$ cat src/rtl/wtm_pkg.sv
`timescale 1ns / 1ps
// ============================================================================
// wtm_pkg
// Shared constants and types of the winner-tree k-way merge.
// ============================================================================
package wtm_pkg;

    localparam int DEF_NUM_WAYS = 8;
    localparam int KEY_W        = 32;
    localparam int CMD_DEPTH    = 2;    // command queue depth, power of two

    typedef enum logic [2:0] {
        ST_IDLE,
        ST_LOAD,
        ST_FIRST,
        ST_MATCH,
        ST_EMIT
    } back_state_t;

endpackage

$ cat src/rtl/wtm_front.sv
`timescale 1ns / 1ps
// ============================================================================
// wtm_front
// Input side: drops transfers that name a way beyond the tree and packs the
// rest into commands for the queue.
// ============================================================================
module wtm_front #(
    parameter int NUM_WAYS = wtm_pkg::DEF_NUM_WAYS,
    localparam int WAY_W   = $clog2(NUM_WAYS),
    localparam int CMD_W   = 1 + WAY_W + wtm_pkg::KEY_W
) (
    input  logic                     item_valid,
    output logic                     item_ready,
    input  logic [WAY_W-1:0]         way,
    input  logic [wtm_pkg::KEY_W-1:0] key,
    input  logic                     run_ended,
    output logic                     push_valid,
    input  logic                     push_ready,
    output logic [CMD_W-1:0]         push_data
);

    logic in_range;

    assign in_range   = {1'b0, way} < (WAY_W+1)'(NUM_WAYS);
    assign item_ready = push_ready;
    assign push_valid = item_valid && in_range;
    assign push_data  = {run_ended, way, key};

endmodule

$ cat src/rtl/wtm_fifo.sv
`timescale 1ns / 1ps
// ============================================================================
// wtm_fifo
// Short command queue between the front and the tree engine.
// ============================================================================
module wtm_fifo #(
    parameter int WIDTH = 1
) (
    input  logic             clk,
    input  logic             rst_n,
    input  logic             push_valid,
    output logic             push_ready,
    input  logic [WIDTH-1:0] push_data,
    output logic             pop_valid,
    input  logic             pop_ready,
    output logic [WIDTH-1:0] pop_data
);

    localparam int DEPTH = wtm_pkg::CMD_DEPTH;
    localparam int PTR_W = (DEPTH > 1) ? $clog2(DEPTH) : 1;
    localparam int CNT_W = $clog2(DEPTH + 1);

    logic [WIDTH-1:0] slot_reg [DEPTH];
    logic [PTR_W-1:0] wr_ptr_reg, wr_ptr_next;
    logic [PTR_W-1:0] rd_ptr_reg, rd_ptr_next;
    logic [CNT_W-1:0] count_reg, count_next;
    logic             push, pop;

    assign push_ready = count_reg != CNT_W'(DEPTH);
    assign pop_valid  = count_reg != '0;
    assign pop_data   = slot_reg[rd_ptr_reg];
    assign push       = push_valid && push_ready;
    assign pop        = pop_valid && pop_ready;

    always_comb
    begin
        wr_ptr_next = push ? wr_ptr_reg + 1'b1 : wr_ptr_reg;
        rd_ptr_next = pop ? rd_ptr_reg + 1'b1 : rd_ptr_reg;
        count_next  = count_reg + CNT_W'(push) - CNT_W'(pop);
    end

    always_ff @(posedge clk or negedge rst_n)
    begin
        if (!rst_n)
        begin
            wr_ptr_reg <= '0;
            rd_ptr_reg <= '0;
            count_reg  <= '0;
        end
        else
        begin
            wr_ptr_reg <= wr_ptr_next;
            rd_ptr_reg <= rd_ptr_next;
            count_reg  <= count_next;
        end
    end

    always_ff @(posedge clk)
    begin
        if (push)
        begin
            slot_reg[wr_ptr_reg] <= push_data;
        end
    end

endmodule

$ cat src/rtl/wtm_back.sv
`timescale 1ns / 1ps
// ============================================================================
// wtm_back
// Tree engine: writes leaf heads, replays leaf-to-root matches over a node
// memory with one read and one write port, and holds the result register.
// ============================================================================
module wtm_back #(
    parameter int NUM_WAYS = wtm_pkg::DEF_NUM_WAYS,
    localparam int WAY_W   = $clog2(NUM_WAYS),
    localparam int KEY_W   = wtm_pkg::KEY_W,
    localparam int CMD_W   = 1 + WAY_W + KEY_W
) (
    input  logic             clk,
    input  logic             rst_n,
    input  logic             cmd_valid,
    output logic             cmd_ready,
    input  logic [CMD_W-1:0] cmd_data,
    output logic             result_valid,
    input  logic             result_ready,
    output logic [KEY_W-1:0] winner_key,
    output logic [WAY_W-1:0] winner_way,
    output logic             done_res
);

    localparam int NODES  = 2 * NUM_WAYS;
    localparam int NODE_W = $clog2(NODES);
    localparam int CNT_W  = $clog2(NUM_WAYS + 1);
    localparam int ENT_W  = 1 + WAY_W + KEY_W;

    wtm_pkg::back_state_t state_reg, state_next;

    logic [CNT_W-1:0]    primed_reg, primed_next;
    logic [NUM_WAYS-1:0] leaf_ended_reg, leaf_ended_next;
    logic                build_reg, build_next;
    logic [WAY_W-1:0]    rw_reg, rw_next;
    logic [NODE_W-1:0]   cmp_reg, cmp_next;
    logic                cur_ended_reg, cur_ended_next;
    logic [WAY_W-1:0]    cur_way_reg, cur_way_next;
    logic [KEY_W-1:0]    cur_key_reg, cur_key_next;
    logic                out_valid_reg, out_valid_next;
    logic [KEY_W-1:0]    out_key_reg, out_key_next;
    logic [WAY_W-1:0]    out_way_reg, out_way_next;
    logic                out_done_reg, out_done_next;

    logic [ENT_W-1:0]    node_mem [NODES];
    logic [ENT_W-1:0]    rd_data_reg;
    logic                mem_we;
    logic [NODE_W-1:0]   mem_waddr, mem_raddr;
    logic [ENT_W-1:0]    mem_wdata;

    logic                c_ended;
    logic [WAY_W-1:0]    c_way;
    logic [KEY_W-1:0]    c_key;
    logic                cmd_pop, out_free, emit_fire;
    logic [NODE_W-1:0]   leaf_node, sib, sib_off, parent;
    logic                sib_is_leaf, sib_ended, cur_wins, last_way, primed_full;
    logic [WAY_W-1:0]    sib_way;
    logic [KEY_W-1:0]    sib_key;

    function automatic logic beats(
        input logic             ea,
        input logic [KEY_W-1:0] ka,
        input logic [WAY_W-1:0] wa,
        input logic             eb,
        input logic [KEY_W-1:0] kb,
        input logic [WAY_W-1:0] wb
    );
        logic r;
        if (ea != eb)
            r = !ea;
        else if (ea)
            r = wa < wb;
        else if (ka != kb)
            r = $signed(ka) < $signed(kb);
        else
            r = wa < wb;
        return r;
    endfunction

    assign {c_ended, c_way, c_key} = cmd_data;

    assign cmd_ready   = state_reg == wtm_pkg::ST_IDLE;
    assign cmd_pop     = cmd_valid && cmd_ready;
    assign out_free    = !out_valid_reg || result_ready;
    assign emit_fire   = (state_reg == wtm_pkg::ST_EMIT) && out_free;
    assign primed_full = primed_reg == CNT_W'(NUM_WAYS);
    assign last_way    = rw_reg == WAY_W'(NUM_WAYS - 1);
    assign leaf_node   = NODE_W'(NUM_WAYS) + NODE_W'(rw_reg);

    assign sib         = cmp_reg ^ NODE_W'(1);
    assign sib_is_leaf = sib >= NODE_W'(NUM_WAYS);
    assign sib_off     = sib - NODE_W'(NUM_WAYS);
    assign sib_way     = sib_is_leaf ? sib_off[WAY_W-1:0] : rd_data_reg[KEY_W +: WAY_W];
    assign sib_ended   = sib_is_leaf ? leaf_ended_reg[sib_off[WAY_W-1:0]]
                                     : rd_data_reg[ENT_W-1];
    assign sib_key     = rd_data_reg[KEY_W-1:0];
    assign parent      = cmp_reg >> 1;
    assign cur_wins    = beats(cur_ended_reg, cur_key_reg, cur_way_reg,
                               sib_ended, sib_key, sib_way);

    always_comb
    begin
        state_next = state_reg;
        unique case (state_reg)
            wtm_pkg::ST_IDLE:
            begin
                if (cmd_pop && (primed_full || primed_reg == CNT_W'(NUM_WAYS - 1)))
                    state_next = wtm_pkg::ST_LOAD;
            end
            wtm_pkg::ST_LOAD:  state_next = wtm_pkg::ST_FIRST;
            wtm_pkg::ST_FIRST: state_next = wtm_pkg::ST_MATCH;
            wtm_pkg::ST_MATCH:
            begin
                if (parent == NODE_W'(1))
                    state_next = (build_reg && !last_way) ? wtm_pkg::ST_LOAD
                                                          : wtm_pkg::ST_EMIT;
            end
            wtm_pkg::ST_EMIT:
            begin
                if (out_free)
                    state_next = wtm_pkg::ST_IDLE;
            end
            default: state_next = wtm_pkg::ST_IDLE;
        endcase
    end

    always_comb
    begin
        primed_next     = primed_reg;
        leaf_ended_next = leaf_ended_reg;
        build_next      = build_reg;
        rw_next         = rw_reg;
        cmp_next        = cmp_reg;
        cur_ended_next  = cur_ended_reg;
        cur_way_next    = cur_way_reg;
        cur_key_next    = cur_key_reg;
        out_valid_next  = out_valid_reg && !result_ready;
        out_key_next    = out_key_reg;
        out_way_next    = out_way_reg;
        out_done_next   = out_done_reg;
        mem_we          = 1'b0;
        mem_waddr       = NODE_W'(NUM_WAYS) + NODE_W'(c_way);
        mem_wdata       = {1'b0, c_way, c_key};
        mem_raddr       = leaf_node;
        unique case (state_reg)
            wtm_pkg::ST_IDLE:
            begin
                if (cmd_pop)
                begin
                    mem_we                 = !c_ended;
                    leaf_ended_next[c_way] = c_ended;
                    if (primed_full)
                    begin
                        build_next = 1'b0;
                        rw_next    = c_way;
                    end
                    else
                    begin
                        primed_next = primed_reg + 1'b1;
                        build_next  = 1'b1;
                        rw_next     = '0;
                    end
                end
            end
            wtm_pkg::ST_LOAD:
            begin
                mem_raddr = leaf_node;
            end
            wtm_pkg::ST_FIRST:
            begin
                cur_ended_next = leaf_ended_reg[rw_reg];
                cur_way_next   = rw_reg;
                cur_key_next   = rd_data_reg[KEY_W-1:0];
                cmp_next       = leaf_node;
                mem_raddr      = leaf_node ^ NODE_W'(1);
            end
            wtm_pkg::ST_MATCH:
            begin
                mem_we    = 1'b1;
                mem_waddr = parent;
                if (!cur_wins)
                begin
                    cur_ended_next = sib_ended;
                    cur_way_next   = sib_way;
                    cur_key_next   = sib_key;
                end
                mem_wdata = cur_wins ? {cur_ended_reg, cur_way_reg, cur_key_reg}
                                     : {sib_ended, sib_way, sib_key};
                cmp_next  = parent;
                mem_raddr = parent ^ NODE_W'(1);
                if (parent == NODE_W'(1) && build_reg && !last_way)
                    rw_next = rw_reg + 1'b1;
            end
            wtm_pkg::ST_EMIT:
            begin
                if (out_free)
                begin
                    out_valid_next = 1'b1;
                    out_done_next  = cur_ended_reg;
                    out_key_next   = cur_ended_reg ? '0 : cur_key_reg;
                    out_way_next   = cur_ended_reg ? '0 : cur_way_reg;
                    if (cur_ended_reg)
                    begin
                        primed_next     = '0;
                        leaf_ended_next = '1;
                    end
                end
            end
            default: ;
        endcase
    end

    always_ff @(posedge clk or negedge rst_n)
    begin
        if (!rst_n)
        begin
            state_reg      <= wtm_pkg::ST_IDLE;
            primed_reg     <= '0;
            leaf_ended_reg <= '1;
            build_reg      <= 1'b0;
            rw_reg         <= '0;
            cmp_reg        <= '0;
            out_valid_reg  <= 1'b0;
        end
        else
        begin
            state_reg      <= state_next;
            primed_reg     <= primed_next;
            leaf_ended_reg <= leaf_ended_next;
            build_reg      <= build_next;
            rw_reg         <= rw_next;
            cmp_reg        <= cmp_next;
            out_valid_reg  <= out_valid_next;
        end
    end

    always_ff @(posedge clk)
    begin
        cur_ended_reg <= cur_ended_next;
        cur_way_reg   <= cur_way_next;
        cur_key_reg   <= cur_key_next;
        out_key_reg   <= out_key_next;
        out_way_reg   <= out_way_next;
        out_done_reg  <= out_done_next;
    end

    always_ff @(posedge clk)
    begin
        if (mem_we)
        begin
            node_mem[mem_waddr] <= mem_wdata;
        end
        rd_data_reg <= node_mem[mem_raddr];
    end

    assign result_valid = out_valid_reg;
    assign winner_key   = out_key_reg;
    assign winner_way   = out_way_reg;
    assign done_res     = out_done_reg;

    a_done_payload: assert property (@(posedge clk) disable iff (!rst_n)
        out_valid_reg && out_done_reg |-> out_key_reg == '0 && out_way_reg == '0)
        else $error("done result carries nonzero key or way");

    a_match_node: assert property (@(posedge clk) disable iff (!rst_n)
        state_reg == wtm_pkg::ST_MATCH |-> cmp_reg >= NODE_W'(2))
        else $error("match step above the root");

    a_emit_primed: assert property (@(posedge clk) disable iff (!rst_n)
        state_reg == wtm_pkg::ST_EMIT |-> primed_full)
        else $error("result before all ways were primed");

    a_done_restart: assert property (@(posedge clk) disable iff (!rst_n)
        emit_fire && cur_ended_reg |=> primed_reg == '0 && (&leaf_ended_reg))
        else $error("tree not cleared after done");

endmodule

$ cat src/rtl/winner_tree_kway_merge.sv
`timescale 1ns / 1ps
// ============================================================================
// winner_tree_kway_merge
// Winner-tree merge of NUM_WAYS sorted runs with a decoupled command queue.
// ============================================================================
// Each transfer writes one run's head key or marks it ended. The first
// NUM_WAYS-1 transfers prime the tree and return nothing; the next one builds
// the tree by replaying every leaf in turn and returns the first winner. After
// that each transfer returns the smallest live key and its way, found by one
// match per cycle up the leaf-to-root path, set by the single read port of
// the node memory. When every run is ended the result has done_res set and
// the block primes again. Up to two transfers queue ahead of the engine.
// ============================================================================
module winner_tree_kway_merge #(
    parameter int NUM_WAYS = wtm_pkg::DEF_NUM_WAYS,
    localparam int WAY_W   = $clog2(NUM_WAYS)
) (
    input  logic                      clk,
    input  logic                      rst_n,
    input  logic                      item_valid,
    output logic                      item_ready,
    input  logic [WAY_W-1:0]          way,
    input  logic [wtm_pkg::KEY_W-1:0] key,
    input  logic                      run_ended,
    output logic                      result_valid,
    input  logic                      result_ready,
    output logic [wtm_pkg::KEY_W-1:0] winner_key,
    output logic [WAY_W-1:0]          winner_way,
    output logic                      done_res
);

    localparam int CMD_W = 1 + WAY_W + wtm_pkg::KEY_W;

    logic             push_valid, push_ready;
    logic [CMD_W-1:0] push_data;
    logic             cmd_valid, cmd_ready;
    logic [CMD_W-1:0] cmd_data;

    wtm_front #(
        .NUM_WAYS (NUM_WAYS)
    ) u_front (
        .item_valid (item_valid),
        .item_ready (item_ready),
        .way        (way),
        .key        (key),
        .run_ended  (run_ended),
        .push_valid (push_valid),
        .push_ready (push_ready),
        .push_data  (push_data)
    );

    wtm_fifo #(
        .WIDTH (CMD_W)
    ) u_fifo (
        .clk        (clk),
        .rst_n      (rst_n),
        .push_valid (push_valid),
        .push_ready (push_ready),
        .push_data  (push_data),
        .pop_valid  (cmd_valid),
        .pop_ready  (cmd_ready),
        .pop_data   (cmd_data)
    );

    wtm_back #(
        .NUM_WAYS (NUM_WAYS)
    ) u_back (
        .clk          (clk),
        .rst_n        (rst_n),
        .cmd_valid    (cmd_valid),
        .cmd_ready    (cmd_ready),
        .cmd_data     (cmd_data),
        .result_valid (result_valid),
        .result_ready (result_ready),
        .winner_key   (winner_key),
        .winner_way   (winner_way),
        .done_res     (done_res)
    );

endmodule
$ cat config.mk
export PLATFORM = sky130hd
export DESIGN_NAME = winner_tree_kway_merge
export DESIGN_NICKNAME = d
export VERILOG_FILES = /design/src/rtl/wtm_pkg.sv /design/src/rtl/wtm_front.sv /design/src/rtl/wtm_fifo.sv /design/src/rtl/wtm_back.sv /design/src/rtl/winner_tree_kway_merge.sv
export SDC_FILE = /design/constraint.sdc
export NUM_CORES = 1
export LEC_CHECK = 0
export BUFFER_PORTS_ARGS = -buffer_cell sky130_fd_sc_hd__buf_2
export CAP_MARGIN = 30
export CORE_MARGIN = 4
export CORE_UTILIZATION = 50
export DETAILED_ROUTE_END_ITERATION = 7
export PLACE_DENSITY = 0.66
export REMOVE_ABC_BUFFERS = 1
export SYNTH_ARGS = -nofsm -noshare
export SYNTH_HDL_FRONTEND = slang
export SYNTH_SLANG_ARGS = --single-unit
$ cat constraint.sdc
create_clock -name clk -period 10.75 [get_ports clk]
set_clock_uncertainty 0.2 [all_clocks]
set_input_delay 1.075 -clock clk [delete_from_list [all_inputs] [get_ports clk]]
set_output_delay 1.075 -clock clk [all_outputs]
set_load 0.05 [all_outputs]
After elaboration in Yosys (flattened, before gate mapping)
Memory sizes are Yosys's and may differ from the RTL's. A register that Yosys moved wholly into a read port is not among the register bits.
Cells that the tools add are included.
{"block": "word_totals", "in_bits": 40, "reg_bits": 100, "word_cells": 133, "out_inout_bits": 38, "mem_count": 2, "ram_bits": 648}
{"memory": "u_back.node_mem", "depth": 16, "word_bits": 36, "rd": 1, "rd_ports_with_merged_regs": 1, "wr": 1, "line_no": "wtm_back.sv:45", "source": "logic [ENT_W-1:0] node_mem [NODES];"}
{"memory": "u_fifo.slot_reg", "depth": 2, "word_bits": 36, "rd": 1, "rd_ports_with_merged_regs": 0, "wr": 1, "line_no": "wtm_fifo.sv:23", "source": "logic [WIDTH-1:0] slot_reg [DEPTH];"}
{"block": "classes", "reduce_logical": 27, "n_addsub": 9, "n_eq_ne": 19, "mux": 50, "n_lt_le_gt_ge": 7, "bitwise_logic": 3}
{"cell": "36-bit 2-to-1 mux", "n": 2}
{"cell": "32-bit case mux with 2 select lines", "n": 1}
{"cell": "32-bit < comparator", "n": 1}
{"cell": "32-bit 2-to-1 mux", "n": 1}
{"cell": "32-bit inequality test", "n": 1}
{"cell": "3-bit 2-to-1 mux", "n": 9}
{"cell": "8-bit 2-to-1 mux", "n": 3}
{"cell": "4-bit case mux with 2 select lines", "n": 3}
{"cell": "4-bit 2-to-1 mux", "n": 5}
{"cell": "1-bit 2-to-1 mux", "n": 16}
{"cell": "8-bit case mux with 2 select lines", "n": 1}
{"cell": "3-bit case mux with 5 select lines", "n": 1}
{"cell": "3-bit by 4-bit < comparator with 1-bit output (second input constant)", "n": 3}
{"cell": "3-bit case mux with 2 select lines", "n": 2}
{"cell": "2-bit inequality test (second input constant)", "n": 5}
{"cell": "4-bit by 3-bit adder with 4-bit output (first input constant)", "n": 2}
{"cell": "8-bit bitwise mux", "n": 1}
{"cell": "1-bit logical AND", "n": 8}
{"cell": "2-bit by 1-bit inequality test with 1-bit output (second input constant)", "n": 4}
{"cell": "2-bit nonzero test", "n": 4}
{"cell": "1-bit binary-select mux with 3-bit select", "n": 2}
{"cell": "3-bit by 1-bit equality test with 1-bit output (second input constant)", "n": 2}
{"cell": "3-bit by 2-bit equality test with 1-bit output (second input constant)", "n": 2}
{"cell": "3-bit equality test (second input constant)", "n": 2}
{"cell": "22 further kinds", "n": 34}

Longest topological paths before layout
Gate-level depths: netlist (run 1).
{"block": "logic_depth", "word_depth": 9, "depth_mapped": 11, "mapped_depth_nobuf": 9}

Cells and area by module
Synthesis (run 1) repeated with hierarchy kept, for this count alone.
{"block": "hier_totals", "hier_cells": 1802, "area_unflattened_um2": 31707.9}
{"module": "wtm_back", "n_inst": 1, "area_per_inst_um2": 28594.9, "seq_area_each_um2": 20789.9, "cells_per_inst": 1630}
{"module": "wtm_fifo", "n_inst": 1, "area_per_inst_um2": 2827.7, "seq_area_each_um2": 2262.2, "cells_per_inst": 134}
{"module": "wtm_front", "n_inst": 1, "area_per_inst_um2": 285.3, "seq_area_each_um2": 0.0, "cells_per_inst": 38}

Worst setup path before layout (run 1)
No wires, ideal clock.
{"block": "synth_path", "kind": "register to register", "start": "reg u_back.state_reg[2]", "end": "mem u_back.node_mem[0][0] (netlist name) (enable)", "arrival_time_ns": 4.821, "n_path_buf": 3, "stages_incl_launch_ff": 7, "required_time_ns": 10.031, "slack_ns": 5.210, "period_less_slack_ns": 5.540, "setup_ns": 0.519, "path_cell_list": "dfrtp_1 nand2b_1 or2_2 buf_2 clkbuf_1 clkbuf_1 nor4_1"}
{"block": "synth_via", "elab_chain_cells": 6, "elab_cells_between_ends": 8, "classes_between": "eq/ne (1); mux (5); reduce/logical (2)"}
{"element": "start, declared", "line_no": "wtm_back.sv:30", "source": "wtm_pkg::back_state_t state_reg, state_next;"}
{"element": "start signal, assigned", "line_no": "wtm_back.sv:217", "source": "state_reg <= wtm_pkg::ST_IDLE;"}
{"element": "start signal, assigned", "line_no": "wtm_back.sv:227", "source": "state_reg <= state_next;"}
{"element": "3-bit zero test", "line_no": "wtm_back.sv:82, wtm_back.sv:145"}
{"element": "1-bit logical AND", "line_no": "wtm_back.sv:83", "source": "assign cmd_pop = cmd_valid && cmd_ready;"}
{"element": "1-bit 2-to-1 mux", "line_no": "wtm_back.sv:148", "source": "if (cmd_pop)"}
{"element": "1-bit case mux with 2 select lines", "line_no": "wtm_back.sv:145", "source": "unique case (state_reg)"}
{"element": "1-bit 2-to-1 mux", "line_no": "wtm_back.sv:249", "source": "if (mem_we)"}
{"element": "1-bit 2-to-1 mux (implied by the code)", "line_no": "wtm_back.sv:251", "source": "node_mem[mem_waddr] <= mem_wdata;"}
{"element": "end, declared", "line_no": "wtm_back.sv:45"}
Several ways; a longest one is shown, not always the timed one.

Final worst setup path (run 1)
{"block": "layout_path", "start": "reg u_back.state_reg[2]", "end": "reg u_back.rd_data_reg[3] (read register of u_back.node_mem)"}
{"block": "layout_via", "elab_chain_cells": 2, "elab_cells_between_ends": 3, "classes_between": "eq/ne (2); mux (1)"}
{"element": "3-bit by 2-bit equality test with 1-bit output", "line_no": "wtm_back.sv:145"}
{"element": "4-bit case mux with 2 select lines (*)", "line_no": "wtm_back.sv:145"}
{"element": "end, declared", "line_no": "wtm_back.sv:46", "source": "logic [ENT_W-1:0] rd_data_reg;"}
Mark *: on every way between the ends. The rest lies on a longest branch, timed or not.
A chain may end at the register's enable or synchronous reset.

==> results of run 1 <==
[worst max-delay path: cells and delay by family (launching register included)]
kind / cells / cell delay, ns
AO/OA/AOI/OAI: 3 / 0.37
buffers and inverters: 2 / 1.42
flip-flops: 1 / 0.59
multiplexers: 1 / 0.60
AND/OR/NAND/NOR: 3 / 0.87
[per-layer routing]
| layer | wire, µm | vias to the layer above | GRT usage |
|---|---|---|---|
| li1 | - | 6973 | - |
| met1 | 31700 | 8637 | 0.333 |
| met2 | 35900 | 754 | 0.358 |
| met3 | 5810 | 121 | 0.0346 |
| met4 | 1970 | 0 | 0.0758 |
| met5 | 0 | - | 0 |
[power groups by stage]
stage | logic (W) | clock network [W] | registers (W)
3_5_place_dp | 0.00441 | 0 | 0.00502
2_1_floorplan | 0.00302 | 0 | 0.00496
5_1_grt | 0.00481 | 0.00282 | 0.00500
4_1_cts | 0.00443 | 0.00269 | 0.00496
3_3_place_gp | 0.00430 | 0 | 0.00499
6_report | 0.00444 | 0.00264 | 0.00497
[cell families (layout without fill, tap and decap cells)]
kind of cell	after synthesis	after routing	synth area share
flip-flops	784	784	0.742
buffers and inverters	132	314	0.0215
multiplexers	195	195	0.123
adder cells (fa/ha/maj)	40	40	0.0161
AND/OR/NAND/NOR	343	343	0.0501
XOR/XNOR	5	5	0.00141
AO/OA/AOI/OAI	185	185	0.0457
[layout make-up]
| type | count | area share |
|---|---|---|
| Sequential cell | 784 | 0.657 |
| Multi-Input combinational cell | 768 | 0.214 |
| Clock buffer | 127 | 0.0672 |
| Tap cell | 837 | 0.0299 |
| Timing Repair Buffer | 119 | 0.0224 |
| Inverter | 44 | 0.00471 |
| Clock inverter | 24 | 0.00417 |
[path summary, 6_finish.rpt]
path	start	end	slack [ns]	cells after the start
worst max-delay path	u_back.state_reg[2]$_DFFE_PN0P_	u_back.rd_data_reg[3]$_DFF_P_	6.27	9
worst min-delay path	u_back.rd_data_reg[10]$_DFF_P_	u_back.cur_key_reg[10]$_DFFE_PP_	0.26	0
worst max register to register	u_back.state_reg[2]$_DFFE_PN0P_	u_back.rd_data_reg[3]$_DFF_P_	6.27	9
worst min register to register	u_back.rd_data_reg[10]$_DFF_P_	u_back.cur_key_reg[10]$_DFFE_PP_	0.26	0
max in group asynchronous	rst_n	u_fifo.rd_ptr_reg$_DFFE_PN0P_	9.62	1
min in group asynchronous	rst_n	u_back.primed_reg[0]$_DFFE_PN0P_	0.28	1
[Yosys cell counts, drive strengths merged, types with 2 or more instances]
library cell	count
o221ai	3
xnor2	4
o221a	32
mux4	148
a31oi	37
dfrtp	20
nor2	55
nand2	177
o211ai	2
o31ai	3
dfstp	8
a21o	4
and3	39
inv	44
ha	40
mux2	4
nand3	6
edfxtp	720
and2	3
nor3	11
a211oi	10
a21oi	31
dfxtp	36
nand4	7
nor4	3
buf	55
nor2b	35
clkbuf	33
mux2i	43
o21ai	16
nand2b	4
a2bb2oi	32
a22oi	5
[through the flow]
stage / setup TNS, ns / setup WS, ns / cells / utilization / total power (W)
final: 0 / 6.27 / 2703 / 0.569 / 0.0120
after global routing: 0 / 5.94 / 2703 / 0.569 / 0.0126
after CTS: 0 / 5.97 / 2699 / 0.569 / 0.0121
after detailed placement: 0 / 5.97 / 2548 / 0.528 / 0.00943
after global placement: 0 / 6.12 / 2544 / 0.527 / 0.00929
after floorplan: -154.09 / -4.28 / 1596 / - / 0.00798
==> results.json, run 1 <==
{
  "status": "complete, no violations",
  "post_cts_resize_count": 0,
  "ys_warn_count": 0,
  "path_clk_slew_ns": 0.06,
  "slew_headroom": 0.316,
  "place_hpwl_um": 39300,
  "avgSynthCellArea_um2": 18.4,
  "power_frac_comb": 0.369,
  "numCtsBuffers": 81,
  "ant_nets": 0,
  "finalHoldViolations": 0,
  "power.share.switching": 0.348,
  "final_common_cell": "edfxtp_1",
  "clock-sinks": 784,
  "holdWs_ns": 0.258,
  "grt_max_degree": 145,
  "synth-main-ff-cell": "edfxtp_1",
  "die_width_um": 257,
  "rsz0062_at_grt": "false",
  "min_period_over_period": 0.417,
  "min_period_ns": 4.48,
  "hold_buffers": 0,
  "crit_required_ns": 10.99,
  "wl_per_cell_um": 27.9,
  "area_growth_pct": 12.9,
  "drc": 0,
  "drt_wl_total_um": 75400,
  "fill_cells": 4586,
  "crit_slowest_cell": "buf_4",
  "via_count": 16485,
  "gp_congestion": 0.795,
  "initial_core_util": 0.504,
  "ir_worst_vdd_mv": 0.307,
  "end_kind": "register",
  "p_int_w": 0.00785,
  "die_h_um": 257,
  "worst_pin_slew_ns": 1.03,
  "coreArea_um2": 61600,
  "synth_area_leaders": "edfxtp_1 70%, mux4_2 11%, dfxtp_1 2.3%",
  "dpl_cell_area_um2": 32500,
  "ys_seq_elements": 784,
  "synthArstFlopShare": 0.0357,
  "cts_root_buffer": "clkbuf_16",
  "drt_iter0_drc": 1737,
  "drv_cap": 0,
  "numPortBuffers": 77,
  "yosysTopAreaCell": "edfxtp_1",
  "antenna_found_initial": 1,
  "max_freq_mhz": 223,
  "grt_pass1_wl_um": 111000,
  "layout_common_cells": "720 x edfxtp_1, 176 x nand2_1, 146 x mux4_2, 86 x clkbuf_16, 77 x buf_2",
  "overflow": 0,
  "regArea_um2": 23100,
  "firstDrtPassIters": 5,
  "hp-class": "register to register",
  "largest_reg_flops": 576,
  "io_pins": 78,
  "cts.path.max_buffers": 3,
  "layout.nets": 1878,
  "placementRows": 91,
  "crit_type": "register to register",
  "synth_top_area_frac": 0.696,
  "grt_usage": 0.228,
  "clockPowerShare": 0.219,
  "critical-path-max-stage-delay_ns": 0.83,
  "drv_slew": 0,
  "crit_fanout": 100,
  "synth-seq-area-share": 0.742,
  "p_leak_nw": 11.9,
  "p_seq_frac": 0.412,
  "multi_input_area_um2": 7510,
  "synth_cells": 1684,
  "crit_chain": "nand2b_1 -> a211oi_2 -> a21oi_4 -> buf_12 -> buf_4 -> mux4_2 -> nand2_1 -> and3_1 -> a31oi_1",
  "synth-edff-count": 720,
  "p_per_area_nw_per_um2": 343,
  "cts_setup_buffers": 0,
  "avgViaCountPerCell": 6.10,
  "worst_setup_path_start_kind": "register",
  "switching_power_w": 0.00419,
  "worstSkewPairLatency_ns": 0.61,
  "drive_above_1_share": 0.225,
  "htreeDepth": 3,
  "critPathArrivalTime_ns": 4.71,
  "synth.distinct_cells": 60,
  "final_cell_area_um2": 35100,
  "syn_area_um2": 31100,
  "n_antenna_cell": 0,
  "grt_pass1_vias": 16903,
  "die_area_um2": 66200,
  "setup-violations-final": 0,
  "cts_tree": "yes"
}
No activity file was read; power rests on OpenSTA's default activity.
==> inputs of run 2 (changes only) <==
--- a/config.mk
+++ b/config.mk
@@ -5,6 +5,7 @@
 export SDC_FILE = /design/constraint.sdc
 export NUM_CORES = 1
 export LEC_CHECK = 0
+export ABC_AREA = 1
 export BUFFER_PORTS_ARGS = -buffer_cell sky130_fd_sc_hd__buf_2
 export CAP_MARGIN = 30
 export CORE_MARGIN = 4
==> constraint.sdc (replaced) <==
create_clock -name clk -period 4.4 [get_ports clk]
set_clock_uncertainty 0.2 [all_clocks]
set_input_delay 0.44 -clock clk [delete_from_list [all_inputs] [get_ports clk]]
set_output_delay 0.44 -clock clk [all_outputs]
set_load 0.05 [all_outputs]
==> results.json, run 2 <==
{
  "synth.distinct_cells": 42,
  "cts_setup_buffers": 0,
  "grt_pass1_wl_um": 122000,
  "status": "complete, no violations",
  "synth-main-ff-cell": "edfxtp_1",
  "multi_input_area_um2": 7440,
  "avgViaCountPerCell": 5.62,
  "die_area_um2": 69500,
  "synth-compound-area-share": 0.0922,
  "initial_core_util": 0.506,
  "reg2regPathDepth": 6,
  "coreArea_um2": 64600,
  "r2r-start": "u_fifo.rd_ptr_reg$_DFFE_PN0P_",
  "synth_top_area_frac": 0.662,
  "drc": 0,
  "synthArstFlopShare": 0.0357,
  "cts.path.max_buffers": 3,
  "hold_path_depth": 4,
  "ys_warn_count": 0,
  "ff2ff_setup_slack_ns": 0.51,
  "numCtsBuffers": 81,
  "avgSynthCellArea_um2": 12.0,
  "drv_slew": 0,
  "clock-sinks": 784,
  "firstDrtPassIters": 6,
  "min_from": "item_valid",
  "grt_usage": 0.231,
  "yosys.area_share.adder": 0.0153,
  "largest_reg_flops": 576,
  "synth_cells": 2716,
  "synth_xor_xnor_area_share": 0.000804,
  "synth_top_family_by_area": "simple AND/OR/NAND/NOR gates",
  "synth-edff-count": 720,
  "synthMuxAreaShare": 0.0114,
  "layout_common_cells": "720 x edfxtp_1, 416 x inv_1, 369 x nand2_1, 298 x nand3_1, 174 x a21oi_1",
  "final_util": 0.575,
  "final_common_cell": "edfxtp_1",
  "grt_pass1_vias": 19909,
  "gp_congestion": 0.843,
  "via_count": 21015,
  "syn_area_um2": 32700,
  "min_period_ns": 3.89,
  "wl_per_cell_um": 21.9,
  "n_antenna_cell": 0,
  "worstSkewPairLatency_ns": 0.64,
  "min_to": "u_fifo.count_reg[0]$_DFF_PN0_",
  "ant_nets": 0,
  "area_growth_pct": 13.7,
  "r2r-end": "u_back.node_mem[15][26]$_DFFE_PP_",
  "ys_seq_elements": 784,
  "path_clk_slew_ns": 0.06,
  "finalHoldViolations": 0,
  "setup-violations-final": 0,
  "end_kind": "register",
  "cts_tree": "yes",
  "crit_required_ns": 4.45,
  "grt_max_degree": 215,
  "drive_above_1_share": 0.111,
  "overflow": 0,
  "htreeDepth": 3,
  "cts_root_buffer": "clkbuf_16",
  "regArea_um2": 23100,
  "critPathArrivalTime_ns": 3.94,
  "crit_type": "register to register",
  "fill_cells": 5111,
  "place_hpwl_um": 44200,
  "die_width_um": 264,
  "slew_headroom": 0.214,
  "io_pins": 78,
  "synth-simple-area-share": 0.102,
  "min_period_over_period": 0.884,
  "worst_pin_slew_ns": 1.18,
  "die_h_um": 264,
  "layout.nets": 2895,
  "drt_iter0_drc": 2254,
  "holdWs_ns": 0.0983,
  "placementRows": 93,
  "crit_fanout": 37,
  "hp-class": "input port to register",
  "setup_tns_ns": 0,
  "drt_wl_total_um": 82000,
  "synth_area_leaders": "edfxtp_1 66%, inv_1 4.8%, nand3_1 4.6%",
  "synth-seq-area-share": 0.706,
  "synth.most_common_cell": "edfxtp_1",
  "worst_setup_path_start_kind": "register",
  "antenna_found_initial": 0,
  "synth.top_cells.by_count": "720 x edfxtp_1, 417 x inv_1, 369 x nand2_1",
  "drv_cap": 0,
  "max_freq_mhz": 257,
  "rsz0062_at_grt": "false",
  "yosysTopAreaCell": "edfxtp_1",
  "numPortBuffers": 77
}
run 2: stage by stage:
| step | setup slack [ns] | instances | cell area, µm² |
|---|---|---|---|
| finish | 0.510 | 3738 | 37100 |
| global route | 0.437 | 3738 | 37100 |
| CTS | 0.587 | 3738 | 37100 |
| detailed placement | 0.621 | 3549 | 34100 |
| global placement | 0.606 | 3549 | 34100 |
| floorplan | -7.41 | 2571 | 31900 |
run 2: routing by layer:
layer	up-vias	global-route usage	part of all wire
li1	9727	-	-
met1	10261	0.328	0.42
met2	890	0.371	0.47
met3	137	0.0382	0.088
met4	0	0.0729	0.027
met5	-	0	0
run 2: worst max-delay path: stages (launching register included):
cell and delay (ns):
dfrtp_2 0.84, buf_4 0.49, o21ai_1 0.33, nor2_1 0.42, nand2_1 0.34, nor2_4 0.15
buf_4 0.69
run 2: final cells by class:
cell class                      count  area share
Sequential cell                   784       0.621
Multi-Input combinational cell   1366       0.200
Clock buffer                      105      0.0604
Inverter                          421      0.0426
Timing Repair Buffer              161      0.0357
Tap cell                          855      0.0288
Clock inverter                     46      0.0113
run 2: logic make-up (layout without fill, tap and decap cells):
group | after synthesis | count (layout)
flip-flops | 784 | 784
AND/OR/NAND/NOR | 775 | 775
buffers and inverters | 566 | 733
AO/OA/AOI/OAI | 515 | 515
adder cells (fa/ha/maj) | 40 | 40
multiplexers | 33 | 33
XOR/XNOR | 3 | 3
run 2: repair_timing:
| item | in CTS | in global routing |
|---|---|---|
| hold endpoints to repair | 94 | 0 |
| hold buffers | 38 | 0 |
| gates resized for setup | 0 | 0 |
run 2: worst max-delay path by stage:
stage                                     start                           endpoint  slack [ns]  depth (start not counted)
3_3_place_gp      u_fifo.rd_ptr_reg$_DFFE_PN0P_   u_back.node_mem[15][5]$_DFFE_PP_        0.61                          6
6_report          u_fifo.rd_ptr_reg$_DFFE_PN0P_  u_back.node_mem[15][26]$_DFFE_PP_        0.51                          6
4_1_cts           u_fifo.rd_ptr_reg$_DFFE_PN0P_  u_back.node_mem[15][18]$_DFFE_PP_        0.59                          6
5_1_grt        u_back.cur_key_reg[31]$_DFFE_PP_  u_back.node_mem[13][16]$_DFFE_PP_        0.44                         15
3_5_place_dp      u_fifo.rd_ptr_reg$_DFFE_PN0P_  u_back.node_mem[15][27]$_DFFE_PP_        0.62                          6
2_1_floorplan   u_back.state_reg[2]$_DFFE_PN0P_      u_back.rd_data_reg[0]$_DFF_P_       -7.41                          8
Power of run 2 is left out: the tool's default activity adds up to more than one toggle a clock period on the data nets, which glitch-free logic cannot reach.
